**src/design/cwb_pkg.sv**
```systemverilog
package cwb_pkg;

	// field widths fixed by the register map and the stream payload
	localparam int DimW   = 13;
	localparam int PixW   = 32;
	localparam int IdxW   = 24;
	localparam int AddrW  = 5;
	localparam int DataW  = 32;
	localparam int RegSelW = 3;

	// default largest window or framebuffer dimension
	localparam int MaxDimDef = 4096;

	// register indexes, byte address is four times the index
	localparam logic [RegSelW-1:0] RegDestWidth  = 3'd0;
	localparam logic [RegSelW-1:0] RegDestHeight = 3'd1;
	localparam logic [RegSelW-1:0] RegWinX       = 3'd2;
	localparam logic [RegSelW-1:0] RegWinY       = 3'd3;
	localparam logic [RegSelW-1:0] RegWinWidth   = 3'd4;
	localparam logic [RegSelW-1:0] RegWinHeight  = 3'd5;

	// register reset values
	localparam logic [DimW-1:0] DestWidthRst  = 13'd1024;
	localparam logic [DimW-1:0] DestHeightRst = 13'd768;
	localparam logic [DimW-1:0] WinXRst       = 13'd0;
	localparam logic [DimW-1:0] WinYRst       = 13'd0;
	localparam logic [DimW-1:0] WinWidthRst   = 13'd1;
	localparam logic [DimW-1:0] WinHeightRst  = 13'd1;

	// raw register contents as seen by the datapath
	typedef struct packed {
		logic [DimW-1:0] fb_width;
		logic [DimW-1:0] fb_height;
		logic [DimW-1:0] win_x;
		logic [DimW-1:0] win_y;
		logic [DimW-1:0] win_width;
		logic [DimW-1:0] win_height;
	} cfg_t;

	// a zero dimension acts as one, anything above the limit as the limit
	function automatic logic [DimW-1:0] eff_dim(logic [DimW-1:0] v, int unsigned lim);
		logic [31:0] lim_v;
		lim_v = lim;
		if (v == '0)
			return DimW'(1);
		if (32'(v) > lim_v)
			return lim_v[DimW-1:0];
		return v;
	endfunction

endpackage

```
**src/design/cwb_regs.sv**
```systemverilog
module cwb_regs (
	input  logic                        clk,
	input  logic                        arst_n,
	input  logic                        psel,
	input  logic                        penable,
	input  logic                        pwrite,
	input  logic [cwb_pkg::AddrW-1:0]   paddr,
	input  logic [cwb_pkg::DataW-1:0]   pwdata,
	output logic [cwb_pkg::DataW-1:0]   prdata,
	output logic                        pready,
	output cwb_pkg::cfg_t               cfg
);
	import cwb_pkg::*;

	cfg_t cfg_q;
	logic wr_en;
	logic [RegSelW-1:0] sel;
	logic [DimW-1:0] rd_val;

	assign sel    = paddr[AddrW-1:2];
	assign wr_en  = psel && penable && pwrite;
	assign pready = 1'b1;
	assign cfg    = cfg_q;

	// write the addressed register in the access cycle
	always_ff @(posedge clk or negedge arst_n) begin
		if (!arst_n) begin
			cfg_q.fb_width    <= DestWidthRst;
			cfg_q.fb_height   <= DestHeightRst;
			cfg_q.win_x       <= WinXRst;
			cfg_q.win_y       <= WinYRst;
			cfg_q.win_width   <= WinWidthRst;
			cfg_q.win_height  <= WinHeightRst;
		end else if (wr_en) begin
			unique case (sel)
				RegDestWidth:  cfg_q.fb_width    <= pwdata[DimW-1:0];
				RegDestHeight: cfg_q.fb_height   <= pwdata[DimW-1:0];
				RegWinX:       cfg_q.win_x       <= pwdata[DimW-1:0];
				RegWinY:       cfg_q.win_y       <= pwdata[DimW-1:0];
				RegWinWidth:   cfg_q.win_width   <= pwdata[DimW-1:0];
				RegWinHeight:  cfg_q.win_height  <= pwdata[DimW-1:0];
				default: ;
			endcase
		end
	end

	// read back the stored value, zero beyond the map
	always_comb begin
		unique case (sel)
			RegDestWidth:  rd_val = cfg_q.fb_width;
			RegDestHeight: rd_val = cfg_q.fb_height;
			RegWinX:       rd_val = cfg_q.win_x;
			RegWinY:       rd_val = cfg_q.win_y;
			RegWinWidth:   rd_val = cfg_q.win_width;
			RegWinHeight:  rd_val = cfg_q.win_height;
			default:       rd_val = '0;
		endcase
	end

	assign prdata = DataW'(rd_val);

endmodule

```
**src/design/cwb_walk.sv**
```systemverilog
module cwb_walk #(
	parameter int MAX_DIM = cwb_pkg::MaxDimDef,
	parameter int CW      = $clog2(MAX_DIM)
) (
	input  logic                      clk,
	input  logic                      arst_n,
	input  cwb_pkg::cfg_t             cfg,
	input  logic                      take,
	input  logic                      adv,
	input  logic [cwb_pkg::PixW-1:0]  src_pixel,
	output logic                      s1_valid,
	output logic [cwb_pkg::PixW-1:0]  s1_pixel,
	output logic [CW-1:0]             s1_col,
	output logic [CW-1:0]             s1_row,
	output logic                      s1_last,
	output logic                      cnt_zero,
	output logic                      wrap_now
);
	import cwb_pkg::*;

	localparam int CmpW = ((CW > DimW) ? CW : DimW) + 1;

	logic [CW-1:0] col_q, row_q;
	logic [DimW-1:0] ww, wh;
	logic row_end, last;
	logic valid_s1;
	logic [PixW-1:0] pixel_s1;
	logic [CW-1:0] col_s1, row_s1;
	logic last_s1;

	assign ww = eff_dim(cfg.win_width, MAX_DIM);
	assign wh = eff_dim(cfg.win_height, MAX_DIM);

	// end of row and end of window from the current position
	assign row_end = (CmpW'(col_q) + CmpW'(1)) >= CmpW'(ww);
	assign last    = row_end && ((CmpW'(row_q) + CmpW'(1)) >= CmpW'(wh));

	// advance the raster position on each accepted transaction
	always_ff @(posedge clk or negedge arst_n) begin
		if (!arst_n) begin
			col_q <= '0;
			row_q <= '0;
		end else if (take) begin
			if (last) begin
				col_q <= '0;
				row_q <= '0;
			end else if (row_end) begin
				col_q <= '0;
				row_q <= row_q + CW'(1);
			end else begin
				col_q <= col_q + CW'(1);
			end
		end
	end

	// input register
	always_ff @(posedge clk or negedge arst_n) begin
		if (!arst_n)
			valid_s1 <= 1'b0;
		else if (adv)
			valid_s1 <= take;
	end

	always_ff @(posedge clk) begin
		if (take) begin
			pixel_s1 <= src_pixel;
			col_s1   <= col_q;
			row_s1   <= row_q;
			last_s1  <= last;
		end
	end

	assign s1_valid = valid_s1;
	assign s1_pixel = pixel_s1;
	assign s1_col   = col_s1;
	assign s1_row   = row_s1;
	assign s1_last  = last_s1;
	assign cnt_zero = (col_q == '0) && (row_q == '0);
	assign wrap_now = last;

endmodule

```
**src/design/cwb_clip.sv**
```systemverilog
module cwb_clip #(
	parameter int MAX_DIM = cwb_pkg::MaxDimDef,
	parameter int CW      = $clog2(MAX_DIM)
) (
	input  logic                      clk,
	input  logic                      arst_n,
	input  cwb_pkg::cfg_t             cfg,
	input  logic                      adv,
	input  logic                      s1_valid,
	input  logic [cwb_pkg::PixW-1:0]  s1_pixel,
	input  logic [CW-1:0]             s1_col,
	input  logic [CW-1:0]             s1_row,
	input  logic                      s1_last,
	output logic                      res_valid,
	output logic [cwb_pkg::PixW-1:0]  out_pixel,
	output logic                      visible,
	output logic [cwb_pkg::IdxW-1:0]  dest_index,
	output logic                      last_pixel
);
	import cwb_pkg::*;

	localparam int XW = ((CW + 1 > DimW) ? CW + 1 : DimW) + 2;
	localparam int PW = 2 * DimW;

	logic [DimW-1:0] dw, dh;
	logic signed [XW-1:0] dx, dy;
	logic vis;
	logic [PW-1:0] prod, lin;
	logic [IdxW-1:0] idx;
	logic valid_s2;
	logic [PixW-1:0] pixel_s2;
	logic vis_s2, last_s2;
	logic [IdxW-1:0] idx_s2;

	assign dw = eff_dim(cfg.fb_width, MAX_DIM);
	assign dh = eff_dim(cfg.fb_height, MAX_DIM);

	// destination column and row, signed
	assign dx = XW'(signed'(cfg.win_x)) + XW'(signed'({1'b0, s1_col}));
	assign dy = XW'(signed'(cfg.win_y)) + XW'(signed'({1'b0, s1_row}));

	// clip against the framebuffer
	assign vis = (dx >= 0) && (dx < XW'(signed'({1'b0, dw})))
		&& (dy >= 0) && (dy < XW'(signed'({1'b0, dh})));

	// linear index; a visible row is below dh so it fits the register width
	assign prod = PW'(dy[DimW-1:0]) * PW'(dw);
	assign lin  = prod + PW'(dx[DimW-1:0]);
	assign idx  = vis ? lin[IdxW-1:0] : '0;

	// result register
	always_ff @(posedge clk or negedge arst_n) begin
		if (!arst_n)
			valid_s2 <= 1'b0;
		else if (adv)
			valid_s2 <= s1_valid;
	end

	always_ff @(posedge clk) begin
		if (adv && s1_valid) begin
			pixel_s2 <= s1_pixel;
			vis_s2   <= vis;
			idx_s2   <= idx;
			last_s2  <= s1_last;
		end
	end

	assign res_valid  = valid_s2;
	assign out_pixel  = pixel_s2;
	assign visible    = vis_s2;
	assign dest_index = idx_s2;
	assign last_pixel = last_s2;

endmodule

```
**src/design/clipped_window_blit.sv**
```systemverilog
// Channel   Direction  Handshake               Payload
// src       in         src_valid / src_stall   src_pixel
// res       out        res_valid / res_stall   out_pixel, visible, dest_index, last_pixel
// apb       in/out     psel, penable, pready   paddr, pwrite, pwdata, prdata
//
// One pixel a cycle while res is not stalled; a taken pixel passes through the input
// register, then the clip compare and index multiply into the result register, and
// is shown on res from the result register.
// Reset clears the raster counters, both valid bits and restores register defaults.
// A stall on res holds the result register; src stalls only when both stages are full
// and res is stalled.
module clipped_window_blit #(
	parameter int MAX_DIM = cwb_pkg::MaxDimDef
) (
	input  logic                        clk,
	input  logic                        arst_n,
	input  logic                        src_valid,
	output logic                        src_stall,
	input  logic [cwb_pkg::PixW-1:0]    src_pixel,
	output logic                        res_valid,
	input  logic                        res_stall,
	output logic [cwb_pkg::PixW-1:0]    out_pixel,
	output logic                        visible,
	output logic [cwb_pkg::IdxW-1:0]    dest_index,
	output logic                        last_pixel,
	input  logic                        psel,
	input  logic                        penable,
	input  logic                        pwrite,
	input  logic [cwb_pkg::AddrW-1:0]   paddr,
	input  logic [cwb_pkg::DataW-1:0]   pwdata,
	output logic [cwb_pkg::DataW-1:0]   prdata,
	output logic                        pready
);
	import cwb_pkg::*;

	localparam int CW = $clog2(MAX_DIM);

	cfg_t cfg;
	logic adv1, adv2, take;
	logic s1_valid, s1_last;
	logic [PixW-1:0] s1_pixel;
	logic [CW-1:0] s1_col, s1_row;
	logic cnt_zero, wrap_now;

	// pipeline advance
	assign adv2      = !res_valid || !res_stall;
	assign adv1      = !s1_valid || adv2;
	assign src_stall = !adv1;
	assign take      = src_valid && adv1;

	cwb_regs u_regs (
		.clk     (clk),
		.arst_n  (arst_n),
		.psel    (psel),
		.penable (penable),
		.pwrite  (pwrite),
		.paddr   (paddr),
		.pwdata  (pwdata),
		.prdata  (prdata),
		.pready  (pready),
		.cfg     (cfg)
	);

	cwb_walk #(.MAX_DIM(MAX_DIM), .CW(CW)) u_walk (
		.clk       (clk),
		.arst_n    (arst_n),
		.cfg       (cfg),
		.take      (take),
		.adv       (adv1),
		.src_pixel (src_pixel),
		.s1_valid  (s1_valid),
		.s1_pixel  (s1_pixel),
		.s1_col    (s1_col),
		.s1_row    (s1_row),
		.s1_last   (s1_last),
		.cnt_zero  (cnt_zero),
		.wrap_now  (wrap_now)
	);

	cwb_clip #(.MAX_DIM(MAX_DIM), .CW(CW)) u_clip (
		.clk        (clk),
		.arst_n     (arst_n),
		.cfg        (cfg),
		.adv        (adv2),
		.s1_valid   (s1_valid),
		.s1_pixel   (s1_pixel),
		.s1_col     (s1_col),
		.s1_row     (s1_row),
		.s1_last    (s1_last),
		.res_valid  (res_valid),
		.out_pixel  (out_pixel),
		.visible    (visible),
		.dest_index (dest_index),
		.last_pixel (last_pixel)
	);

	// a clipped pixel carries index zero
	a_clip_idx: assert property (@(posedge clk) disable iff (!arst_n)
		res_valid && !visible |-> dest_index == '0)
		else $error("clipped pixel with nonzero index");

	// taking the window's last pixel wraps the counters
	a_wrap: assert property (@(posedge clk) disable iff (!arst_n)
		take && wrap_now |=> cnt_zero)
		else $error("counters did not wrap after last pixel");

	// the input stalls only when both stages are full and the output is held
	a_stall: assert property (@(posedge clk) disable iff (!arst_n)
		src_stall |-> s1_valid && res_valid && res_stall)
		else $error("input stalled with room in the pipeline");

endmodule
```
**config.mk**
```make
export PLATFORM = sky130hd
export DESIGN_NAME = clipped_window_blit
export DESIGN_NICKNAME = d
export VERILOG_FILES = /design/src/design/cwb_pkg.sv /design/src/design/cwb_regs.sv /design/src/design/cwb_walk.sv /design/src/design/cwb_clip.sv /design/src/design/clipped_window_blit.sv
export SDC_FILE = /design/constraint.sdc
export NUM_CORES = 1
export LEC_CHECK = 0
export BUFFER_PORTS_ARGS = -buffer_cell sky130_fd_sc_hd__buf_2
export CAP_MARGIN = 40
export CORE_ASPECT_RATIO = 0.6
export CORE_MARGIN = 2
export CORE_UTILIZATION = 55
export CTS_BUF_LIST = sky130_fd_sc_hd__clkbuf_8
export DETAILED_ROUTE_END_ITERATION = 8
export GPL_TIMING_DRIVEN = 0
export HOLD_SLACK_MARGIN = 0.05
export PLACE_DENSITY = 0.87
export SLEW_MARGIN = 30
export SYNTH_ARGS = -nofsm -noshare
export SYNTH_HDL_FRONTEND = slang
export SYNTH_SLANG_ARGS = --single-unit
```
**constraint.sdc**
```tcl
create_clock -name clk -period 9.6 [get_ports clk]
set_input_delay 0.48 -clock clk [delete_from_list [all_inputs] [get_ports clk]]
set_output_delay 0.48 -clock clk [all_outputs]
set_load 0.01 [all_outputs]
```
==> summary.md, run 1 <==
| Metric | Value |
|---|---|
| Outcome | finished clean |
| First drt pass iteration count | 6 |
| Hold path startpoint | src_pixel[31] |
| Largest net degree at the start of global routing | 73 |
| Detailed router's first-iteration violation count | between 1500 and 2000 |
| TritonCTS clock tree | done |
| Setup slack, reg-to-reg | just under 400 ps |
| RSZ-0062 raised after global routing | false |
| Start of the worst register-to-register path | u_regs.cfg[26]$_DFFE_PN0P_ |
| Detailed-route vias per instance | 5.71 |
| Commonest cells after routing, fill and taps aside | inv_1, nand2_1, nor2_1 |
| DRC violation count after routing | 0 |
| Number of unique standard cell types used by synthesis | a little under 80 |
| Overall overflow remaining after global route | 0 |
| CTS Buffer Depth | 3 |
| Commonest non-fill, non-tap cell in the layout | inv_1 |
| Core Box Area | approximately 30000 um^2 |
| Worst hold path type | input port to flop |
| Clock net sink count | approximately 220 |
| Gpl congestion | 0.989 |
| Synth Warn # | 0 |
| Slew @ Worst Pin | around 920 ps |
| Top achievable clock speed | around 0.11 GHz |
| Startpoint Class | flop |
| Number of nets in the finished design | around 2200 |
| Length in cells of the worst reg-to-reg path | 29 |
| Cell repeated most along the worst path | fa_1 |
| Cell count after synthesis | around 1600 |
| Post-route clock period utilization | between 90% and 100% |
| Final setup vio count | 0 |
| Count of buffers inserted at the top-level ports | between 100 and 150 |
| Max incr delay on CP | between 600 and 700 ps |
| Post-detailed-placement cell area | ~18000 um^2 |
| Time the final worst path needs with I/O delays and setup | between 9000 and 10000 ps |
| Setup crit end kind | flop |
| Antenna Violating Nets Remaining | 0 |
| Clock Skew | 38.2 ps |
| Total of flip-flops plus latches after synthesis | 219 |
| Wire length of the first global-routing pass | approximately 70000 um |
| Max Fanout on Critical Path | 9 |
| Worst setup slack before clock tree synthesis | about 210 ps |
| Setup tns final | 0 ps |
| Mean Syn Cell Area | around 10 um^2 |
| Antenna violations before repair | 2 |
| Most common flop cell mapped by yosys | edfxtp_1 |
| Register area share after synthesis | 35.9% |
| Fraction of layout cells with a size suffix above 1 | between 15 and 20% |
| Clk slew on worst S/H paths | 60 ps |
| Worst min-delay path endpoint | u_walk.s1_pixel[31]$_DFFE_PP_ |
| FF-to-FF End | u_clip.dest_index[23]$_SDFFCE_PN0P_ |
| Number of rows in the core area | between 40 and 50 |
| Overall die height | about 140 um |
| Ys async rst share | approximately 47% |
| Die width | ~230 um |
| Via count | between 10000 and 15000 |
| Critical path arrival | between 9000 and 10000 ps |
| Area Overhead vs Synth | 12.2% |
| Number of maximum-capacitance violations | 0 |
| Via count of the first global-routing pass | 12800 |
| Total routing usage reported by global routing | 28.7% |
| Slowest cell on the critical path | o41ai_1 |
| Ant. Diodes | 0 |
| Number of stages on the worst hold path | 1 |
| Detailed-placement wirelength estimate | between 30000 and 40000 um |
| Post-synth design cell area | roughly 17000 um^2 |
| Final standard cell area without fillers | between 15000 and 20000 um^2 |
| Setup Crit Path Kind | flop to flop |
| Fin worst setup slack | just under 400 ps |
| Final-layout worst hold slack | slightly above 90 ps |
| Starting density of the core | 56.1% |
| Clock H-tree levels | 2 |
| Endpoint required time on the critical path | approximately 9900 ps |
| Routed length per instance | 20.4 um |
| Worst Setup SP | u_regs.cfg[26]$_DFFE_PN0P_ |
| Number of enable flip-flop cells after synthesis | between 100 and 150 |
| Final count of pins violating max slew | 0 |
| Slew HR | between 30% and 40% |
| Source-to-sink clock delay at the later pin of the worst-skew pair | just under 600 ps |
| Root Buffer | clkbuf_8 |
| Number of placed I/O pins | around 170 |
| Final hold vios | 0 |
| Clock buffer count from CTS | 35 |
| Die ar. | ~32000 um^2 |
| Post-Route WL | between 40000 and 50000 um |
[cells by family (layout without fill, tap and decap cells)]
family                   count (synthesis)  after routing  synth area share (%)
AND/OR/NAND/NOR                        449            449                  11.4
XOR/XNOR                                68             68                  3.77
adder cells (fa/ha/maj)                286            286                  27.0
buffers and inverters                  277            480                  6.64
multiplexers                           103            103                  6.80
AO/OA/AOI/OAI                          212            212                  8.33
other                                    2             20                0.0445
flip-flops                             219            219                  35.9
[cells in the mapped netlist, types with 19 or more instances]
library cell | number | area (um^2)
ha_1 | 155 | 1940
fa_1 | 131 | 2620
inv_1 | 205 | 769
a21o_1 | 26 | 195
nand3_1 | 25 | 125
mux2_2 | 83 | 935
nand2_1 | 179 | 672
xnor2_1 | 32 | 280
buf_4 | 20 | 150
clkbuf_1 | 35 | 131
dfrtp_1 | 99 | 2480
nor3_1 | 23 | 115
a21oi_1 | 52 | 260
o21ai_0 | 45 | 225
edfxtp_1 | 115 | 3450
nor2_1 | 157 | 589
mux2i_1 | 19 | 190
xor2_1 | 33 | 289
[final cells by class]
| cell class | instances | area (um^2) |
|---|---|---|
| flip-flops and latches | 219 | 6060 |
| plain buffers | 63 | 318 |
| multi-input cells | 1138 | 9780 |
| fillers | 2360 | 11100 |
| inverters | 214 | 806 |
| clock buffers | 36 | 495 |
| clock inverters | 26 | 154 |
| well taps | 408 | 510 |
| repair buffers | 141 | 807 |
[through the flow]
| step | instances | utilization (%) |
|---|---|---|
| 6_report | 2245 | 63.0 |
| 2_1_floorplan | 1634 | - |
| 3_5_place_dp | 2177 | 60.7 |
| 3_3_place_gp | 2169 | 60.2 |
| 4_1_cts | 2240 | 62.9 |
| 5_1_grt | 2245 | 63.0 |
[critical path: cells and delay by family (launching register included)]
family	cells	cell delay (ps)
and+or+nand+nor	4	590
adders and majority gates	9	3860
buffers and inverters	6	960
AOI/OAI and AO/OA	8	2560
xor gates and xnor gates	2	560
DFF	1	400
[worst max path at each step]
stage          slack (ps)                                   to  cells after the start
2_1_floorplan        2100  u_clip.dest_index[23]$_SDFFCE_PN0P_                     28
3_3_place_gp          340  u_clip.dest_index[23]$_SDFFCE_PN0P_                     28
3_5_place_dp          210  u_clip.dest_index[23]$_SDFFCE_PN0P_                     28
4_1_cts               160  u_clip.dest_index[23]$_SDFFCE_PN0P_                     28
5_1_grt                20  u_clip.dest_index[23]$_SDFFCE_PN0P_                     29
6_report              390  u_clip.dest_index[23]$_SDFFCE_PN0P_                     29
[layer usage]
layer  share of wire, %  global-route usage (%)  wire length, um
met1                 43                    42.3            19800
met2                 44                    42.2            20000
met3                 11                    8.57             5130
met4                1.6                    5.81              718
met5               0.16                       0               74
[registers in the layout, summed over array words and instances, names as in the netlist]
signal,flops
u_clip.dest_index,24
u_clip.visible,1
u_walk.col_q,12
u_clip.last_pixel,1
u_clip.res_valid,1
u_walk.s1_pixel,32
u_walk.s1_col,12
u_walk.s1_last,1
u_walk.row_q,12
u_clip.out_pixel,32
u_regs.cfg,78
u_walk.s1_valid,1
u_walk.s1_row,12
[repair_timing]
item | 4_1_cts | 5_1_grt
resized for setup | 0 | 1
hold endpoints to repair | 30 | 0
endpoints found under the setup margin | 0 | 2
setup buffers | 0 | 0
hold buffers | 1 | 0
Power of run 1 is left out: the tool's default activity adds up to more than one toggle a clock period on the data nets, which glitch-free logic cannot reach.
==> run 2: changes to the inputs <==
==> constraint.sdc (replaced) <==
create_clock -name clk -period 9.5 [get_ports clk]
set_input_delay 0.475 -clock clk [delete_from_list [all_inputs] [get_ports clk]]
set_output_delay 0.475 -clock clk [all_outputs]
set_load 0.01 [all_outputs]
==> summary.md, run 2 (synthesis gave the netlist of run 1 again) <==
| Metric | Value |
|---|---|
| Outcome | finished clean (unchanged) |
| Start of the worst register-to-register path | u_regs.cfg[26]$_DFFE_PN0P_ (unchanged) |
| Cell repeated most along the worst path | fa_1 (unchanged) |
| First drt pass iteration count | 6 (unchanged) |
| Commonest cells after routing, fill and taps aside | inv_1, nand2_1, nor2_1 (unchanged) |
| Ant. Diodes | 0 (unchanged) |
| Commonest non-fill, non-tap cell in the layout | inv_1 (unchanged) |
| Number of nets in the finished design | 2174 (unchanged) |
| Length in cells of the worst reg-to-reg path | 29 (unchanged) |
| Setup tns final | 0 ps (unchanged) |
| Overall die height | 140 um (unchanged) |
| Wire length of the first global-routing pass | 70900 um (unchanged) |
| Final setup vio count | 0 (unchanged) |
| Total routing usage reported by global routing | 28.7% (unchanged) |
| Root Buffer | clkbuf_8 (unchanged) |
| Final count of pins violating max slew | 0 (unchanged) |
| Final standard cell area without fillers | 18900 um^2 (about the same) |
| DRC violation count after routing | 0 (unchanged) |
| TritonCTS clock tree | done (unchanged) |
| Slew HR | 36.7% (was 38.0%) |
| Count of buffers inserted at the top-level ports | 127 (unchanged) |
| Critical path arrival | 9230 ps (was 9500 ps) |
| Slew @ Worst Pin | 944 ps (was 919 ps) |
| Via count | 12900 (was 12800) |
| Number of placed I/O pins | 169 (unchanged) |
| Hold path startpoint | src_pixel[31] (unchanged) |
| Setup Crit Path Kind | flop to flop (unchanged) |
| FF-to-FF End | u_clip.dest_index[23]$_SDFFCE_PN0P_ (unchanged) |
| Routed length per instance | 20.4 um (about the same) |
| Endpoint required time on the critical path | 9790 ps (was 9880 ps) |
| Slowest cell on the critical path | fa_1 (was o41ai_1) |
| Clock buffer count from CTS | 35 (unchanged) |
| Setup crit end kind | flop (unchanged) |
| Source-to-sink clock delay at the later pin of the worst-skew pair | 590 ps (about the same) |
| Startpoint Class | flop (unchanged) |
| Overall overflow remaining after global route | 0 (unchanged) |
| Post-detailed-placement cell area | 18200 um^2 (unchanged) |
| Gpl congestion | 0.989 (unchanged) |
| Top achievable clock speed | 0.112 GHz (was 0.109 GHz) |
| Area Overhead vs Synth | 12.3% (was 12.2%) |
| Number of stages on the worst hold path | 1 (unchanged) |
| Number of rows in the core area | 49 (unchanged) |
| Final hold vios | 0 (unchanged) |
| Starting density of the core | 56.1% (unchanged) |
| Worst min-delay path endpoint | u_walk.s1_pixel[31]$_DFFE_PP_ (unchanged) |
| Max Fanout on Critical Path | 9 (unchanged) |
| Number of flip-flops under the largest register name | 78 (unchanged) |
| Die width | 230 um (unchanged) |
| Utilization after layout | 63.0% (about the same) |
| Post-route clock period utilization | 94.1% (was 96.0%) |
| Core Box Area | 30000 um^2 (unchanged) |
| Detailed-placement wirelength estimate | 36100 um (unchanged) |
| Via count of the first global-routing pass | 12800 (unchanged) |
| Antenna Violating Nets Remaining | 0 (unchanged) |
| Number of maximum-capacitance violations | 0 (unchanged) |
| Worst hold path type | input port to flop (unchanged) |
| RSZ-0062 raised after global routing | false (unchanged) |
| Die ar. | 32100 um^2 (unchanged) |
| Largest net degree at the start of global routing | 73 (unchanged) |
| Antenna violations before repair | 2 (unchanged) |
| CTS Buffer Depth | 3 (unchanged) |
| Clk slew on worst S/H paths | 60 ps (about the same) |
| Clock Skew | 33.6 ps (was 38.2 ps) |
| Clock net sink count | 219 (unchanged) |
| Fraction of layout cells with a size suffix above 1 | 17.4% (was 17.3%) |
| Final-layout worst hold slack | 87.4 ps (was 91.2 ps) |
| Setup slack, reg-to-reg | 560 ps (was 390 ps) |
| Detailed-route vias per instance | 5.73 (was 5.71) |
| Time the final worst path needs with I/O delays and setup | 8940 ps (was 9210 ps) |
| Detailed router's first-iteration violation count | 1451 (was 1520) |
| Clock H-tree levels | 2 (unchanged) |
| Post-Route WL | 45700 um (about the same) |
| Max incr delay on CP | 540 ps (was 670 ps) |
-- run 2: cell counts in the layout (fill, tap and decap cells not counted) --
No cell type changed its count.
-- run 2: cell type report --
| cell class | instances | area (um^2) |
|---|---|---|
| Fill cell | 2361 | 11100 |
| Multi-Input combinational cell | 1138 | 9790 |
| Sequential cell | 219 | 6060 |
| Timing Repair Buffer | 141 | 807 |
| Inverter | 214 | 806 |
| Tap cell | 408 | 510 |
| Clock buffer | 36 | 495 |
| Buffer | 63 | 318 |
| Clock inverter | 26 | 154 |
-- run 2: timing repair --
action                                  in CTS  in global routing
buffers inserted                             0                  0
endpoints found under the hold margin       30                  0
hold buffers                                 1                  0
resized for setup                            0                  2
endpoints found under the setup margin       0                  2
-- run 2: layer usage --
| metal | track usage (%) | share of wire (%) | vias to the layer above |
|---|---|---|---|
| met3 | 8.57 | 12 | 72 |
| met5 | 0 | 0.16 | - |
| met4 | 5.81 | 1.5 | 2 |
| li1 | - | - | 5797 |
| met2 | 42.2 | 44 | 649 |
| met1 | 42.3 | 43 | 6350 |
-- run 2: worst max-delay path by stage --
stage                                     startpoint                                   to  slack (ps)  depth (start not counted)
after global routing      u_regs.cfg[26]$_DFFE_PN0P_  u_clip.dest_index[23]$_SDFFCE_PN0P_         240                         29
final                     u_regs.cfg[26]$_DFFE_PN0P_  u_clip.dest_index[23]$_SDFFCE_PN0P_         560                         29
after floorplan           u_regs.cfg[26]$_DFFE_PN0P_  u_clip.dest_index[23]$_SDFFCE_PN0P_        2000                         28
after global placement    u_regs.cfg[26]$_DFFE_PN0P_  u_clip.dest_index[23]$_SDFFCE_PN0P_         240                         28
after CTS                 u_regs.cfg[26]$_DFFE_PN0P_  u_clip.dest_index[23]$_SDFFCE_PN0P_          60                         28
after detailed placement  u_regs.cfg[26]$_DFFE_PN0P_  u_clip.dest_index[23]$_SDFFCE_PN0P_         110                         28
-- run 2: stage by stage --
| stage | setup WS, ps | cells |
|---|---|---|
| floorplan | 2000 | 1634 |
| global placement | 237 | 2169 |
| detailed placement | 110 | 2177 |
| CTS | 64.9 | 2240 |
| global route | 242 | 2245 |
| finish | 560 | 2245 |
-- run 2: critical path: cells and delay by family (launching register included) --
family / cells / cell delay (ps)
AND/OR/NAND/NOR: 4 / 590
adder cells (fa/ha/maj): 9 / 3860
flip-flops: 1 / 400
buffers and inverters: 6 / 960
XOR/XNOR: 2 / 560
AO/OA/AOI/OAI: 8 / 2280
Power of run 2 is left out for the same reason.
==> run 3: changes to the inputs <==
--- a/config.mk
+++ b/config.mk
@@ -10,12 +10,11 @@
 export CORE_ASPECT_RATIO = 0.6
 export CORE_MARGIN = 2
 export CORE_UTILIZATION = 55
-export CTS_BUF_LIST = sky130_fd_sc_hd__clkbuf_8
 export DETAILED_ROUTE_END_ITERATION = 8
 export GPL_TIMING_DRIVEN = 0
 export HOLD_SLACK_MARGIN = 0.05
 export PLACE_DENSITY = 0.87
-export SLEW_MARGIN = 30
+export SLEW_MARGIN = 20
 export SYNTH_ARGS = -nofsm -noshare
 export SYNTH_HDL_FRONTEND = slang
 export SYNTH_SLANG_ARGS = --single-unit
==> summary.md, run 3 (synthesis gave the netlist of run 1 again) <==
| Metric | Value |
|---|---|
| Post-Layout Cell Count | 2222 (was 2245) |
| Number of setup buffers added after CTS | 0 (unchanged) |
| DRC violation count after routing | 0 (unchanged) |
| Die ar. | 32100 um^2 (unchanged) |
| Fraction of layout cells with a size suffix above 1 | 16.9% (was 17.4%) |
| Gpl congestion | 0.989 (unchanged) |
| Via count | 12800 (was 12900) |
| Number of flip-flops under the largest register name | 78 (unchanged) |
| Max incr delay on CP | 620 ps (was 540 ps) |
| Max Fanout on Critical Path | 9 (unchanged) |
| Family of cells with the greatest summed delay on the critical path | adder cells (unchanged) |
| Detailed-placement wirelength estimate | 35800 um (was 36100 um) |
| Detailed-route vias per instance | 5.74 (was 5.73) |
| Clk slew on worst S/H paths | 70 ps (was 60 ps) |
| Number of rows in the core area | 49 (unchanged) |
| Setup tns final | 0 ps (unchanged) |
| Instance count after placement with tap cells included | 2177 (unchanged) |
| Routed length per instance | 20.4 um (about the same) |
| Clock buffer count from CTS | 21 (was 35) |
| Overall die height | 140 um (unchanged) |
| Clock H-tree levels | 1 (was 2) |
| Start of the worst register-to-register path | u_regs.cfg[26]$_DFFE_PN0P_ (unchanged) |
| Final count of pins violating max slew | 0 (unchanged) |
| Largest net degree at the start of global routing | 73 (unchanged) |
| Setup Crit Path Kind | flop to flop (unchanged) |
| Clock net sink count | 219 (unchanged) |
| RSZ-0062 raised after global routing | false (unchanged) |
| Hold path startpoint | src_pixel[16] (was src_pixel[31]) |
| Post-Route WL | 45400 um (was 45700 um) |
| Slew HR | 37.0% (was 36.7%) |
| Commonest non-fill, non-tap cell in the layout | inv_1 (unchanged) |
| Worst hold path type | input port to flop (unchanged) |
| Area Overhead vs Synth | 12.6% (was 12.3%) |
| Time the final worst path needs with I/O delays and setup | 9020 ps (was 8940 ps) |
| Antenna violations before repair | 0 (was 2) |
| Resized cells post-CTS | 0 (unchanged) |
| Fill cell instance count of the final layout | 2359 (was 2361) |
| Length in cells of the worst reg-to-reg path | 29 (unchanged) |
| Startpoint Class | flop (unchanged) |
| Final hold vios | 0 (unchanged) |
| Number of maximum-capacitance violations | 0 (unchanged) |
| Die width | 230 um (unchanged) |
| Post-CTS Hold Buffers | 1 (unchanged) |
| Utilization after layout | 63.2% (was 63.0%) |
| Root Buffer | clkbuf_16 (was clkbuf_8) |
| Top achievable clock speed | 0.111 GHz (was 0.112 GHz) |
| Post-route clock period utilization | 94.9% (was 94.1%) |
| Setup slack, reg-to-reg | 480 ps (was 560 ps) |
| Slew @ Worst Pin | 941 ps (was 944 ps) |
| Final setup vio count | 0 (unchanged) |
| First drt pass iteration count | 6 (unchanged) |
| Overall overflow remaining after global route | 0 (unchanged) |
| Total routing usage reported by global routing | 28.4% (was 28.7%) |
| Number of stages on the worst hold path | 1 (unchanged) |
| Slowest cell on the critical path | o41ai_1 (was fa_1) |
| Core Box Area | 30000 um^2 (unchanged) |
| Endpoint required time on the critical path | 9760 ps (was 9790 ps) |
| Starting density of the core | 56.1% (unchanged) |
| Number of buffer and inverter stages on the critical path | 6 (unchanged) |
| Source-to-sink clock delay at the later pin of the worst-skew pair | 530 ps (was 590 ps) |
| Count of buffers inserted at the top-level ports | 127 (unchanged) |
| FF-to-FF End | u_clip.dest_index[23]$_SDFFCE_PN0P_ (unchanged) |
| Detailed router's first-iteration violation count | 1227 (was 1451) |
| Outcome | finished clean (unchanged) |
| Critical path arrival | 9270 ps (was 9230 ps) |
| Number of nets in the finished design | 2161 (was 2174) |
| Antenna Violating Nets Remaining | 0 (unchanged) |
| Cell repeated most along the worst path | fa_1 (unchanged) |
| Commonest cells after routing, fill and taps aside | inv_1, nand2_1, nor2_1 (unchanged) |
| Wire length of the first global-routing pass | 70500 um (was 70900 um) |
| Number of placed I/O pins | 169 (unchanged) |
| Via count of the first global-routing pass | 12700 (was 12800) |
| Worst min-delay path endpoint | u_walk.s1_pixel[16]$_DFFE_PP_ (was u_walk.s1_pixel[31]$_DFFE_PP_) |
| CTS Buffer Depth | 3 (unchanged) |
| Setup crit end kind | flop (unchanged) |
| Clock Skew | 19.9 ps (was 33.6 ps) |
| Final-layout worst hold slack | 132 ps (was 87.4 ps) |
| Ant. Diodes | 0 (unchanged) |
| TritonCTS clock tree | done (unchanged) |
run 3: metrics by stage:
stage	cell area [um^2]	setup WS [ps]
after floorplan	16900	2000
final	19000	483
after detailed placement	18200	96.2
after global placement	18100	237
after CTS	18900	52.4
after global routing	19000	135
run 3: layout make-up:
class	count	area (um^2)	area share, %
buffer	63	318	1.67
timing repair buffer	142	830	4.37
clock inverter	9	56.3	0.297
multi-input combinational	1138	9760	51.4
sequential	219	6060	31.9
clock buffer	29	639	3.37
tap	408	510	2.69
inverter	214	806	4.24
run 3: worst max-delay path by stage:
| stage | startpoint | to | slack, ps | depth (start not counted) |
|---|---|---|---|---|
| after global routing | u_regs.cfg[26]$_DFFE_PN0P_ | u_clip.dest_index[23]$_SDFFCE_PN0P_ | 140 | 29 |
| after CTS | u_regs.cfg[26]$_DFFE_PN0P_ | u_clip.dest_index[23]$_SDFFCE_PN0P_ | 50 | 28 |
| after global placement | u_regs.cfg[26]$_DFFE_PN0P_ | u_clip.dest_index[23]$_SDFFCE_PN0P_ | 240 | 28 |
| after floorplan | u_regs.cfg[26]$_DFFE_PN0P_ | u_clip.dest_index[23]$_SDFFCE_PN0P_ | 2000 | 28 |
| after detailed placement | u_regs.cfg[26]$_DFFE_PN0P_ | u_clip.dest_index[23]$_SDFFCE_PN0P_ | 100 | 28 |
| final | u_regs.cfg[26]$_DFFE_PN0P_ | u_clip.dest_index[23]$_SDFFCE_PN0P_ | 480 | 29 |
run 3: per-layer routing:
metal  up-vias  wire length (um)  global-route usage [%]
li1       5766                 -                       -
met1      6394             20000                    42.2
met2       531             20100                    42.4
met3        61              4580                    7.34
met4         0               735                    5.13
met5         -                 0                       0
Power of run 3 is left out for the same reason.
